`src/rtl/fiob_pkg.sv`:
```
// Package for the framed I/O board command responder.
// Holds framing constants, command codes, the queue entry type and the reply tables.
// No dependencies.
package fiob_pkg;

    // Framing
    localparam logic [7:0] SOF_BYTE  = 8'hAA;
    localparam logic [7:0] ESC_BYTE  = 8'hFF;
    localparam logic [7:0] MAX_LEN   = 8'h7F;
    localparam int unsigned HEAD_DEPTH = 6;

    // Queue between front and back
    localparam int unsigned QDEPTH = 4;
    localparam int unsigned QPTR_W = $clog2(QDEPTH);
    localparam int unsigned QCNT_W = $clog2(QDEPTH + 1);

    // Configuration port
    localparam int unsigned APB_AW = 3;
    localparam logic [APB_AW-1:0] ADDR_SD_MODE = 3'd0;

    // Command codes
    localparam logic [7:0] CMD_VERSION  = 8'h01;
    localparam logic [7:0] CMD_STAT_05  = 8'h05;
    localparam logic [7:0] CMD_LAMP     = 8'h24;
    localparam logic [7:0] CMD_PLUG     = 8'h25;
    localparam logic [7:0] CMD_CABINET  = 8'h27;
    localparam logic [7:0] CMD_STAT_29  = 8'h29;
    localparam logic [7:0] CMD_STAT_2B  = 8'h2B;
    localparam logic [7:0] CMD_STAT_2F  = 8'h2F;
    localparam logic [7:0] CMD_STAT_31  = 8'h31;
    localparam logic [7:0] CMD_STAT_32  = 8'h32;
    localparam logic [7:0] CMD_PORT     = 8'h38;
    localparam logic [7:0] CMD_RMT_WR   = 8'h3A;
    localparam logic [7:0] CMD_RMT_RD   = 8'h3B;

    // Plug request flag in body byte 2 that selects the black table
    localparam logic [7:0] PLUG_BLACK_MASK = 8'h10;

    // Reply shapes
    typedef enum logic [2:0] {
        K_VERSION = 3'd0,
        K_ZERO2   = 3'd1,
        K_PLUG    = 3'd2,
        K_CABINET = 3'd3,
        K_ZERO3   = 3'd4,
        K_ZERO7   = 3'd5,
        K_ARG3    = 3'd6
    } t_kind;

    typedef logic [5:0] t_idx;

    typedef struct packed {
        t_kind       kind;
        logic [7:0]  arg;
        logic [10:0] lamp;
    } t_desc;

    function automatic t_idx reply_len(input t_kind kind);
        t_idx len;
        case (kind)
            K_VERSION: len = 6'd8;
            K_ZERO2:   len = 6'd2;
            K_PLUG:    len = 6'd43;
            K_CABINET: len = 6'd2;
            K_ZERO3:   len = 6'd3;
            K_ZERO7:   len = 6'd7;
            K_ARG3:    len = 6'd3;
            default:   len = 6'd2;
        endcase
        return len;
    endfunction

    // Security plug tables, 40 entries each, position 0..39.
    function automatic logic [7:0] plug_byte(input logic black, input t_idx pos);
        logic [7:0] b;
        b = 8'h00;
        if (pos < 6'd8) begin
            b = 8'hF0 | {5'd0, pos[2:0]};
        end else begin
            case (pos)
                6'd8:  b = black ? 8'hBE : 8'hC3;
                6'd9:  b = black ? 8'hB5 : 8'hD4;
                6'd10: b = black ? 8'hB2 : 8'h45;
                6'd11: b = black ? 8'hAC : 8'hE8;
                6'd12: b = black ? 8'h16 : 8'h7C;
                6'd13: b = black ? 8'h8C : 8'h17;
                6'd14: b = black ? 8'hE7 : 8'h20;
                6'd15: b = black ? 8'hA8 : 8'h08;
                6'd16: b = black ? 8'h92 : 8'h82;
                6'd17: b = black ? 8'hB8 : 8'h20;
                6'd18: b = black ? 8'h1A : 8'h08;
                6'd19: b = black ? 8'h86 : 8'h82;
                6'd39: b = black ? 8'hF7 : 8'h1B;
                default: b = 8'h00;
            endcase
        end
        return b;
    endfunction

    // Unescaped payload byte at position idx of a reply.
    function automatic logic [7:0] payload_byte(input t_kind kind, input logic [7:0] arg,
                                                input t_idx idx);
        logic [7:0] b;
        b = 8'h00;
        case (kind)
            K_VERSION: begin
                case (idx)
                    6'd2:    b = 8'h4A;
                    6'd3:    b = 8'h44;
                    6'd4:    b = 8'h58;
                    default: b = 8'h00;
                endcase
            end
            K_PLUG: begin
                if (idx == 6'd2) begin
                    b = 8'h01;
                end else if (idx >= 6'd3) begin
                    b = plug_byte(arg[0], idx - 6'd3);
                end
            end
            K_CABINET: begin
                if (idx == 6'd1) begin
                    b = arg;
                end
            end
            K_ARG3: begin
                if (idx == 6'd2) begin
                    b = arg;
                end
            end
            default: b = 8'h00;
        endcase
        return b;
    endfunction

endpackage

```
`src/rtl/framed_io_board_command_responder.sv`:
```
// Top level of the framed I/O board command responder.
// Holds the configuration register and connects front end, queue and reply generator.
// Depends on fiob_pkg, fiob_front, fiob_queue and fiob_back.
//
//   Channel  | Direction | Handshake                 | Payload
//   ---------+-----------+---------------------------+------------------------------------
//   rx       | in        | i_rx_valid / o_rx_ready   | i_rx_byte, i_rx_end
//   tx       | out       | o_tx_valid / i_tx_ready   | o_tx_byte, o_tx_last, o_lamp_state
//   config   | in        | psel, penable, pwrite     | paddr, pwdata, prdata, pready
//
// Host bytes are taken one per cycle while the descriptor queue has room.
// An answered frame is queued at the edge of its final byte, and its first reply byte is
// loaded into the output register when the generator is free; reply bytes, escape prefixes
// included, then leave one per cycle while i_tx_ready is high, with no gap between frames.
// Reset is synchronous and active low; it clears the frame state, the lamps and the mode.
// On a reply stall, o_rx_ready drops once four frames wait behind the one being sent.
module framed_io_board_command_responder (
    input  logic                          i_clk,
    input  logic                          i_rst_n,

    input  logic                          i_rx_valid,
    output logic                          o_rx_ready,
    input  logic [7:0]                    i_rx_byte,
    input  logic                          i_rx_end,

    output logic                          o_tx_valid,
    input  logic                          i_tx_ready,
    output logic [7:0]                    o_tx_byte,
    output logic                          o_tx_last,
    output logic [10:0]                   o_lamp_state,

    input  logic                          psel,
    input  logic                          penable,
    input  logic                          pwrite,
    input  logic [fiob_pkg::APB_AW-1:0]   paddr,
    input  logic [31:0]                   pwdata,
    output logic [31:0]                   prdata,
    output logic                          pready
);

    // Mode register: selects the older lamp mapping and cabinet type zero.
    logic r_sd_mode;

    logic            cfg_wr;
    logic            q_push;
    logic            q_pop;
    logic            q_empty;
    logic            q_full;
    fiob_pkg::t_desc push_desc;
    fiob_pkg::t_desc head_desc;

    // The port never inserts wait states.
    assign pready = 1'b1;
    assign cfg_wr = psel && penable && pwrite && pready;

    always_ff @(posedge i_clk) begin
        if (!i_rst_n) begin
            r_sd_mode <= 1'b0;
        end else if (cfg_wr && paddr == fiob_pkg::ADDR_SD_MODE) begin
            r_sd_mode <= pwdata[0];
        end
    end

    assign prdata = (paddr == fiob_pkg::ADDR_SD_MODE) ? {31'd0, r_sd_mode} : 32'd0;

    // The front end unframes the host write and, on its final byte, decides whether
    // a reply is due. Answered frames become descriptors in the queue.
    fiob_front u_front (
        .i_clk      (i_clk),
        .i_rst_n    (i_rst_n),
        .i_sd_mode  (r_sd_mode),
        .i_rx_valid (i_rx_valid),
        .i_rx_byte  (i_rx_byte),
        .i_rx_end   (i_rx_end),
        .o_rx_ready (o_rx_ready),
        .i_q_full   (q_full),
        .o_push     (q_push),
        .o_desc     (push_desc)
    );

    fiob_queue u_queue (
        .i_clk   (i_clk),
        .i_rst_n (i_rst_n),
        .i_push  (q_push),
        .i_desc  (push_desc),
        .i_pop   (q_pop),
        .o_desc  (head_desc),
        .o_empty (q_empty),
        .o_full  (q_full)
    );

    // The reply generator walks each descriptor and emits the escaped frame, each
    // transaction carrying the lamp state as it stood after the answered write.
    fiob_back u_back (
        .i_clk        (i_clk),
        .i_rst_n      (i_rst_n),
        .i_q_valid    (!q_empty),
        .i_desc       (head_desc),
        .o_pop        (q_pop),
        .o_tx_valid   (o_tx_valid),
        .i_tx_ready   (i_tx_ready),
        .o_tx_byte    (o_tx_byte),
        .o_tx_last    (o_tx_last),
        .o_lamp_state (o_lamp_state)
    );

endmodule

```
`src/rtl/fiob_front.sv`:
```
// Front end: unframes host bytes, checks the frame and classifies the command.
// Pushes one reply descriptor per answered frame and owns the lamp register.
// Depends on fiob_pkg.
module fiob_front (
    input  logic              i_clk,
    input  logic              i_rst_n,
    input  logic              i_sd_mode,
    input  logic              i_rx_valid,
    input  logic [7:0]        i_rx_byte,
    input  logic              i_rx_end,
    output logic              o_rx_ready,
    input  logic              i_q_full,
    output logic              o_push,
    output fiob_pkg::t_desc   o_desc
);

    logic [7:0]  r_pos, n_pos;
    logic        r_esc, n_esc;
    logic        r_hdr_ok, n_hdr_ok;
    logic [6:0]  r_decl, n_decl;
    logic [7:0]  r_cnt, n_cnt;
    logic [7:0]  r_head [fiob_pkg::HEAD_DEPTH];
    logic [7:0]  n_head [fiob_pkg::HEAD_DEPTH];
    logic [10:0] r_lamp, n_lamp;

    logic        accept;
    logic        body_push;
    logic [7:0]  body_val;
    logic        frame_ok;
    logic        known;
    logic [10:0] lamp_new;
    logic [7:0]  lb;
    fiob_pkg::t_desc desc;

    assign accept     = i_rx_valid && !i_q_full;
    assign o_rx_ready = !i_q_full;

    always_comb begin
        n_pos     = r_pos;
        n_esc     = r_esc;
        n_hdr_ok  = r_hdr_ok;
        n_decl    = r_decl;
        n_cnt     = r_cnt;
        body_push = 1'b0;
        body_val  = i_rx_byte;
        for (int i = 0; i < fiob_pkg::HEAD_DEPTH; i++) begin
            n_head[i] = r_head[i];
        end

        if (r_pos == 8'd0) begin
            n_hdr_ok = (i_rx_byte == fiob_pkg::SOF_BYTE);
        end else if (r_pos == 8'd1) begin
            if (i_rx_byte > fiob_pkg::MAX_LEN) begin
                n_hdr_ok = 1'b0;
            end
            n_decl = i_rx_byte[6:0];
        end else if (r_esc) begin
            n_esc     = 1'b0;
            body_push = 1'b1;
            body_val  = ~i_rx_byte;
        end else if (i_rx_byte == fiob_pkg::ESC_BYTE && !i_rx_end) begin
            n_esc = 1'b1;
        end else begin
            body_push = 1'b1;
        end

        // Decoded body byte 0 is not kept; bytes 1..6 land in the head store.
        if (body_push) begin
            for (int i = 0; i < fiob_pkg::HEAD_DEPTH; i++) begin
                if (r_cnt == 8'(i + 1)) begin
                    n_head[i] = body_val;
                end
            end
            if (r_cnt != 8'hFF) begin
                n_cnt = r_cnt + 8'd1;
            end
        end
        if (r_pos != 8'hFF) begin
            n_pos = r_pos + 8'd1;
        end
    end

    // Frame check and command classification on the updated frame state.
    always_comb begin
        frame_ok = (n_pos >= 8'd2) && n_hdr_ok && (n_cnt == {1'b0, n_decl})
                   && (n_cnt >= 8'd2);
        lb       = n_head[5];
        lamp_new = r_lamp;
        known    = 1'b1;
        desc.kind = fiob_pkg::K_ZERO2;
        desc.arg  = 8'h00;

        case (n_head[0])
            fiob_pkg::CMD_VERSION: begin
                desc.kind = fiob_pkg::K_VERSION;
            end
            fiob_pkg::CMD_STAT_05, fiob_pkg::CMD_STAT_2B,
            fiob_pkg::CMD_STAT_2F, fiob_pkg::CMD_STAT_32: begin
                desc.kind = fiob_pkg::K_ZERO2;
            end
            fiob_pkg::CMD_LAMP: begin
                desc.kind = fiob_pkg::K_ZERO2;
                if (i_sd_mode) begin
                    lamp_new[4] = lb[0];
                    lamp_new[5] = lb[1];
                    lamp_new[6] = lb[6];
                    lamp_new[7] = lb[7];
                    lamp_new[8] = lb[4];
                    lamp_new[9] = lb[5];
                end else begin
                    lamp_new[3:0]  = lb[3:0];
                    lamp_new[9:6]  = lb[3:0];
                    lamp_new[10]   = lb[0];
                end
            end
            fiob_pkg::CMD_PLUG: begin
                desc.kind = fiob_pkg::K_PLUG;
                desc.arg  = {7'd0, (n_head[1] & fiob_pkg::PLUG_BLACK_MASK) != 8'h00};
            end
            fiob_pkg::CMD_CABINET: begin
                desc.kind = fiob_pkg::K_CABINET;
                desc.arg  = {7'd0, !i_sd_mode};
            end
            fiob_pkg::CMD_STAT_29, fiob_pkg::CMD_RMT_RD: begin
                desc.kind = fiob_pkg::K_ZERO3;
            end
            fiob_pkg::CMD_STAT_31: begin
                desc.kind = fiob_pkg::K_ZERO7;
            end
            fiob_pkg::CMD_PORT: begin
                desc.kind = fiob_pkg::K_ARG3;
                desc.arg  = (n_head[2] == 8'h00 || n_head[2] == 8'hFF) ? 8'h00 : 8'hFF;
            end
            fiob_pkg::CMD_RMT_WR: begin
                desc.kind = fiob_pkg::K_ARG3;
                desc.arg  = n_head[2];
            end
            default: begin
                known = 1'b0;
            end
        endcase
        desc.lamp = lamp_new;
    end

    assign o_push = accept && i_rx_end && frame_ok && known;
    assign o_desc = desc;
    assign n_lamp = o_push ? lamp_new : r_lamp;

    always_ff @(posedge i_clk) begin
        if (!i_rst_n) begin
            r_pos    <= '0;
            r_esc    <= 1'b0;
            r_hdr_ok <= 1'b0;
            r_decl   <= '0;
            r_cnt    <= '0;
            r_lamp   <= '0;
            for (int i = 0; i < fiob_pkg::HEAD_DEPTH; i++) begin
                r_head[i] <= '0;
            end
        end else if (accept) begin
            r_lamp <= n_lamp;
            if (i_rx_end) begin
                r_pos    <= '0;
                r_esc    <= 1'b0;
                r_hdr_ok <= 1'b0;
                r_decl   <= '0;
                r_cnt    <= '0;
                for (int i = 0; i < fiob_pkg::HEAD_DEPTH; i++) begin
                    r_head[i] <= '0;
                end
            end else begin
                r_pos    <= n_pos;
                r_esc    <= n_esc;
                r_hdr_ok <= n_hdr_ok;
                r_decl   <= n_decl;
                r_cnt    <= n_cnt;
                for (int i = 0; i < fiob_pkg::HEAD_DEPTH; i++) begin
                    r_head[i] <= n_head[i];
                end
            end
        end
    end

endmodule

```
`src/rtl/fiob_queue.sv`:
```
// Small descriptor queue between the front end and the reply generator.
// Register based, one push and one pop per cycle.
// Depends on fiob_pkg.
module fiob_queue (
    input  logic              i_clk,
    input  logic              i_rst_n,
    input  logic              i_push,
    input  fiob_pkg::t_desc   i_desc,
    input  logic              i_pop,
    output fiob_pkg::t_desc   o_desc,
    output logic              o_empty,
    output logic              o_full
);

    fiob_pkg::t_desc r_mem [fiob_pkg::QDEPTH];
    logic [fiob_pkg::QPTR_W-1:0] r_wr, r_rd;
    logic [fiob_pkg::QCNT_W-1:0] r_cnt;

    assign o_empty = (r_cnt == '0);
    assign o_full  = (r_cnt == fiob_pkg::QCNT_W'(fiob_pkg::QDEPTH));
    assign o_desc  = r_mem[r_rd];

    always_ff @(posedge i_clk) begin
        if (i_push) begin
            r_mem[r_wr] <= i_desc;
        end
    end

    always_ff @(posedge i_clk) begin
        if (!i_rst_n) begin
            r_wr  <= '0;
            r_rd  <= '0;
            r_cnt <= '0;
        end else begin
            if (i_push) begin
                r_wr <= r_wr + 1'b1;
            end
            if (i_pop) begin
                r_rd <= r_rd + 1'b1;
            end
            case ({i_push, i_pop})
                2'b10:   r_cnt <= r_cnt + 1'b1;
                2'b01:   r_cnt <= r_cnt - 1'b1;
                default: r_cnt <= r_cnt;
            endcase
        end
    end

`ifndef SYNTHESIS
    a_no_overflow: assert property (@(posedge i_clk) disable iff (!i_rst_n)
        !(i_push && o_full && !i_pop))
        else $error("queue push while full");

    a_no_underflow: assert property (@(posedge i_clk) disable iff (!i_rst_n)
        !(i_pop && o_empty))
        else $error("queue pop while empty");
`endif

endmodule

```
`src/rtl/fiob_back.sv`:
```
// Reply generator: a descriptor becomes an escaped frame, a byte per unstalled cycle.
// Drives the registered output stage of the reply channel.
// Depends on fiob_pkg.
module fiob_back (
    input  logic              i_clk,
    input  logic              i_rst_n,
    input  logic              i_q_valid,
    input  fiob_pkg::t_desc   i_desc,
    output logic              o_pop,
    output logic              o_tx_valid,
    input  logic              i_tx_ready,
    output logic [7:0]        o_tx_byte,
    output logic              o_tx_last,
    output logic [10:0]       o_lamp_state
);

    typedef enum logic [3:0] {
        S_IDLE = 4'b0001,
        S_LEN  = 4'b0010,
        S_DATA = 4'b0100,
        S_ESC  = 4'b1000
    } t_bstate;

    t_bstate          r_state, n_state;
    fiob_pkg::t_desc  r_desc, n_desc;
    fiob_pkg::t_idx   r_idx, n_idx;
    fiob_pkg::t_idx   r_len, n_len;
    logic             r_out_valid, n_out_valid;
    logic [7:0]       r_out_byte, n_out_byte;
    logic             r_out_last, n_out_last;
    logic [10:0]      r_out_lamp, n_out_lamp;

    logic             out_free;
    logic [7:0]       cur;
    logic             idx_last;

    assign out_free = !r_out_valid || i_tx_ready;
    assign cur      = fiob_pkg::payload_byte(r_desc.kind, r_desc.arg, r_idx);
    assign idx_last = (r_idx == r_len - 6'd1);

    always_comb begin
        n_state     = r_state;
        n_desc      = r_desc;
        n_idx       = r_idx;
        n_len       = r_len;
        n_out_valid = r_out_valid && !i_tx_ready;
        n_out_byte  = r_out_byte;
        n_out_last  = r_out_last;
        n_out_lamp  = r_out_lamp;
        o_pop       = 1'b0;

        case (r_state)
            S_IDLE: begin
                if (out_free && i_q_valid) begin
                    o_pop       = 1'b1;
                    n_desc      = i_desc;
                    n_len       = fiob_pkg::reply_len(i_desc.kind);
                    n_out_valid = 1'b1;
                    n_out_byte  = fiob_pkg::SOF_BYTE;
                    n_out_last  = 1'b0;
                    n_out_lamp  = i_desc.lamp;
                    n_state     = S_LEN;
                end
            end
            S_LEN: begin
                if (out_free) begin
                    n_out_valid = 1'b1;
                    n_out_byte  = {2'b00, r_len};
                    n_out_last  = (r_len == '0);
                    n_out_lamp  = r_desc.lamp;
                    n_idx       = '0;
                    n_state     = (r_len == '0) ? S_IDLE : S_DATA;
                end
            end
            S_DATA: begin
                if (out_free) begin
                    n_out_valid = 1'b1;
                    n_out_lamp  = r_desc.lamp;
                    if (cur == fiob_pkg::SOF_BYTE || cur == fiob_pkg::ESC_BYTE) begin
                        n_out_byte = fiob_pkg::ESC_BYTE;
                        n_out_last = 1'b0;
                        n_state    = S_ESC;
                    end else begin
                        n_out_byte = cur;
                        n_out_last = idx_last;
                        n_idx      = r_idx + 6'd1;
                        n_state    = idx_last ? S_IDLE : S_DATA;
                    end
                end
            end
            S_ESC: begin
                if (out_free) begin
                    n_out_valid = 1'b1;
                    n_out_lamp  = r_desc.lamp;
                    n_out_byte  = ~cur;
                    n_out_last  = idx_last;
                    n_idx       = r_idx + 6'd1;
                    n_state     = idx_last ? S_IDLE : S_DATA;
                end
            end
            default: begin
                n_state = S_IDLE;
            end
        endcase
    end

    always_ff @(posedge i_clk) begin
        if (!i_rst_n) begin
            r_state     <= S_IDLE;
            r_out_valid <= 1'b0;
        end else begin
            r_state     <= n_state;
            r_out_valid <= n_out_valid;
        end
    end

    always_ff @(posedge i_clk) begin
        r_desc     <= n_desc;
        r_idx      <= n_idx;
        r_len      <= n_len;
        r_out_byte <= n_out_byte;
        r_out_last <= n_out_last;
        r_out_lamp <= n_out_lamp;
    end

    assign o_tx_valid   = r_out_valid;
    assign o_tx_byte    = r_out_byte;
    assign o_tx_last    = r_out_last;
    assign o_lamp_state = r_out_lamp;

`ifndef SYNTHESIS
    a_esc_prefix_held: assert property (@(posedge i_clk) disable iff (!i_rst_n)
        (r_state == S_ESC) |-> (r_out_valid && r_out_byte == fiob_pkg::ESC_BYTE))
        else $error("escape state without escape prefix in output stage");

    a_pop_starts_frame: assert property (@(posedge i_clk) disable iff (!i_rst_n)
        o_pop |=> (r_state == S_LEN && r_out_byte == fiob_pkg::SOF_BYTE))
        else $error("descriptor taken without starting a frame");
`endif

endmodule

```
`config.mk`:
```
export PLATFORM = sky130hd
export DESIGN_NAME = framed_io_board_command_responder
export DESIGN_NICKNAME = d
export VERILOG_FILES = /design/src/rtl/fiob_pkg.sv /design/src/rtl/framed_io_board_command_responder.sv /design/src/rtl/fiob_front.sv /design/src/rtl/fiob_queue.sv /design/src/rtl/fiob_back.sv
export SDC_FILE = /design/constraint.sdc
export NUM_CORES = 1
export LEC_CHECK = 0
export ABC_AREA = 0
export BUFFER_PORTS_ARGS = -buffer_cell sky130_fd_sc_hd__buf_4
export CAP_MARGIN = 15
export CELL_PAD_IN_SITES_DETAIL_PLACEMENT = 1
export CELL_PAD_IN_SITES_GLOBAL_PLACEMENT = 2
export CORE_ASPECT_RATIO = 1.75
export CORE_MARGIN = 2
export CORE_UTILIZATION = 43
export CTS_CLUSTER_DIAMETER = 40
export DETAILED_ROUTE_END_ITERATION = 10
export GPL_ROUTABILITY_DRIVEN = 0
export PLACE_DENSITY_LB_ADDON = 0.1
export SLEW_MARGIN = 20
export SYNTH_ARGS = -nofsm -noshare
export SYNTH_HDL_FRONTEND = slang
export SYNTH_HIERARCHICAL = 1
export SYNTH_SLANG_ARGS = --single-unit
```
`constraint.sdc`:
```
create_clock -name i_clk -period 11.1 [get_ports i_clk]
set_input_delay 1.11 -clock i_clk [delete_from_list [all_inputs] [get_ports i_clk]]
set_output_delay 1.11 -clock i_clk [all_outputs]
set_load 0.1 [all_outputs]
```
==> metrics.yaml <==
timing:
  tightestPinTransition_ns: 1.10
  max_freq_mhz: 200
  hold_viol: 0
  fin_ws_ns: 6.09
  slew_headroom_pct: 26.1
  skew_ns: 0.0234
  finalCritPeriodShare_pct: 45.1
  setup_viol: 0
  fin_setup_tns_ns: 0
  period_needed_ns: 5.01
  rsz0062_at_grt: "no"
  finalMaxSlewViolations: 0
synth:
  ys_top_cells_by_count: "edfxtp_1 (166), nor2_1 (85), nand2_1 (81)"
  yosysMostFrequentCell: "edfxtp_1"
  synth.area.top_cells: "edfxtp_1 (40%), dfxtp_1 (8.1%), mux2i_1 (4.6%)"
  avgSynthCellArea_um2: 11.0
  ys.flop_type: "edfxtp_1"
  synth_edf_count: 166
  yosysSeqAreaShare_pct: 47.6
  synth.distinct_cells: 102
  async_flop_share_pct: 0
  synth_top_area_share_pct: 39.5
  syn_area_um2: 12600
  ys_warn_count: 6
  synthCells: 1151
  synth_top_area_cell: "edfxtp_1"
  ys_ff_latch: 217
power:
  vdd_ir_drop_max_mv: 0.123
  leakage_nw: 4.92
  power_density_nw_per_um2: 132
setup_path:
  reg2reg_to: "u_back/r_idx[4]$_SDFFCE_PN0P_"
  slowest_stage: "a211oi_1"
  critPathTopFamily: "compound AO/OA/AOI/OAI gates"
  startpoint: "u_back/r_idx[0]$_SDFFCE_PN0P_"
  critPathMaxStageDelay_ns: 0.93
  startpoint_type: "register"
  worstPathMaxFanout: 23
  cp.arrival_ns: 5.17
  crit_path_end_kind: "register"
  r2r_cells: 11
  cp.buffers_inverters: 2
  r2r_setup_slack_ns: 6.09
  path_class: "reg -> reg"
  r2r-start: "u_back/r_idx[0]$_SDFFCE_PN0P_"
  crit_chain: "ha_1 > buf_4 > inv_1 > and3_1 > a32oi_1 > o22ai_1 > a2111oi_0 > nand2b_1 > nand4b_1 > a21oi_1 > a211oi_1"
  required_ns: 11.26
placed_design:
  place_area_um2: 13100
  dp_hpwl_mm: 24.9
  portBuffers: 42
  post-place-ws_ns: 5.73
job:
  cap_violations: 0
final_layout:
  n_antenna_cell: 0
  final_area_um2: 14000
  synthToLayoutAreaGrowth_pct: 10.6
  layout.nets: 1241
  drive_gt1_share_pct: 16.5
clocking:
  cts_hold_buffers: 0
  cts_max_path_buffers: 3
  h-tree-depth: 1
  cts_sinks: 217
  cts-root-buf: "clkbuf_16"
  cts-buffers-inserted: 27
  cts_tree: "done"
  clk_latency_ns: 0.55
  ctsResizeCount: 0
  post-cts-setup-buffers: 0
  clk_pin_slew_ns: 0.06
routing:
  wirelength_mm: 34.1
  dr.pass1.iters: 4
  drtAntennaViolNets: 0
  drc: 0
  wire_per_inst_um: 21.6
  viasPerCell: 5.74
  num_vias: 9036
  first_iter_violations: 312
grt:
  grt_pass1_wl_mm: 53.9
  grt_pass1_vias: 9502
  met3_usage_pct: 2.15
  grt_overflow: 0
  antenna_found_initial: 0
  use_met2_pct: 45.1
  busiest_layer: "met2"
  grt_max_degree: 46
  grt_usage_pct: 22.4
  grtUsageMet1_pct: 22.7
worst_hold_path:
  hold_path_class: "reg -> reg"
  min_to: "u_front/r_lamp[6]$_SDFFE_PN0P_"
  min_path_cells: 2
  holdCritStartpoint: "u_front/r_lamp[6]$_SDFFE_PN0P_"
floorplan:
  core_um2: 29100
  die_area_um2: 30800
  dieHeight_um: 231
  die_w_um: 133
  initial_core_util_pct: 43.4
  ios: 106
  fp-row-count: 83
status:
  status: "completed"
## stage by stage
step	hold WS, ns	util, %	cells	total power, W
after global placement	0.436	45.0	1524	0.00100
after detailed placement	0.451	45.0	1524	0.00100
after CTS	0.463	48.0	1574	0.00186
after floorplan	0.424	-	1181	0.000985
after global routing	0.482	48.0	1574	0.00189
final	0.461	48.0	1574	0.00183
## metal layers
| metal | part of all wire, % | up-vias |
|---|---|---|
| met5 | 0 | - |
| met4 | 4.6 | 0 |
| li1 | - | 4285 |
| met1 | 36 | 4494 |
| met3 | 2.5 | 88 |
| met2 | 57 | 169 |
## worst min-delay path, cell delays in order, from the launching register on
cell and delay [ns]:
dfxtp_1 0.31, nand2_1 0.05, mux2i_1 0.05
## worst max path at each step
| stage | end | slack (ns) | depth (start not counted) |
|---|---|---|---|
| 2_1_floorplan | u_queue/r_cnt[2]$_SDFFE_PN0P_ | 6.79 | 16 |
| 3_3_place_gp | u_queue/r_cnt[2]$_SDFFE_PN0P_ | 5.79 | 15 |
| 3_5_place_dp | u_queue/r_cnt[2]$_SDFFE_PN0P_ | 5.73 | 15 |
| 4_1_cts | u_back/r_idx[4]$_SDFFCE_PN0P_ | 6.07 | 11 |
| 5_1_grt | u_queue/r_cnt[2]$_SDFFE_PN0P_ | 5.73 | 17 |
| 6_report | u_back/r_idx[4]$_SDFFCE_PN0P_ | 6.09 | 11 |
## report_power, final
| part | leakage [nW] | switching [W] | internal [W] |
|---|---|---|---|
| clock | 0.422 | 0.000365 | 0.000485 |
| combinational | 2.42 | 0.0000888 | 0.0000213 |
| sequential | 2.08 | 0.00000465 | 0.000870 |
| total | 4.92 | 0.000459 | 0.00138 |
## registers in the layout, indices dropped and copies added (netlist names), named ones only
| signal | cells |
|---|---|
| u_front/r_hdr_ok | 1 |
| u_back/r_desc | 22 |
| u_queue/r_rd | 2 |
| u_front/r_head | 25 |
| u_back/r_idx | 6 |
| u_front/r_esc | 1 |
| u_queue/r_wr | 2 |
| u_queue/r_mem | 88 |
| u_back/o_tx_valid | 1 |
| u_front/r_pos | 8 |
| u_back/r_state | 4 |
| r_sd_mode | 1 |
| u_queue/r_cnt | 3 |
| u_front/r_lamp | 11 |
| u_front/r_cnt | 8 |
| u_back/r_len | 5 |
| u_front/r_decl | 7 |
| u_back/o_lamp_state | 11 |
| u_back/o_tx_byte | 8 |
| u_back/o_tx_last | 1 |
## cells in the final DEF (no fill, tap or decap), types with 10 or more instances in the layout
cell type | Yosys | final
and3_1 | 13 | 13
a211oi_1 | 10 | 10
mux2i_1 | 58 | 58
nand4_1 | 21 | 21
a31oi_1 | 12 | 12
mux4_2 | 20 | 20
conb_1 | 2 | 32
nor4_1 | 10 | 10
and2_1 | 19 | 19
nand3_1 | 24 | 24
nand2_1 | 81 | 81
dfxtp_1 | 51 | 50
edfxtp_1 | 166 | 166
xor2_1 | 24 | 24
nor3_1 | 29 | 28
inv_1 | 39 | 39
xnor2_1 | 18 | 18
nand2b_1 | 19 | 19
ha_1 | 18 | 18
o21ai_0 | 54 | 54
mux2_2 | 24 | 24
a22o_1 | 11 | 11
a21oi_1 | 47 | 47
nor2b_1 | 13 | 13
buf_4 | 38 | 61
clkbuf_16 | 0 | 27
nor2_1 | 85 | 85
## kinds of logic after synthesis
logic type / after synthesis / share of synthesized area (%)
AOI/OAI and AO/OA: 226 / 12.8
other: 2 / 0.0595
xor gates and xnor gates: 44 / 3.17
DFF: 217 / 47.6
muxes: 107 / 11.2
and+or+nand+nor: 395 / 17.2
adders and majority gates: 19 / 1.94
buffers and inverters: 141 / 5.98
## layout make-up
type                       instances  area, um2
clock buffer                      33        698
clock inverter                    17        170
fill                            3141      15100
inverter                          41        154
multi-input combinational        823       5990
sequential                       217       6010
tap                              382        478
timing repair buffer              61        458
Power figures use the tool's default switching activity.
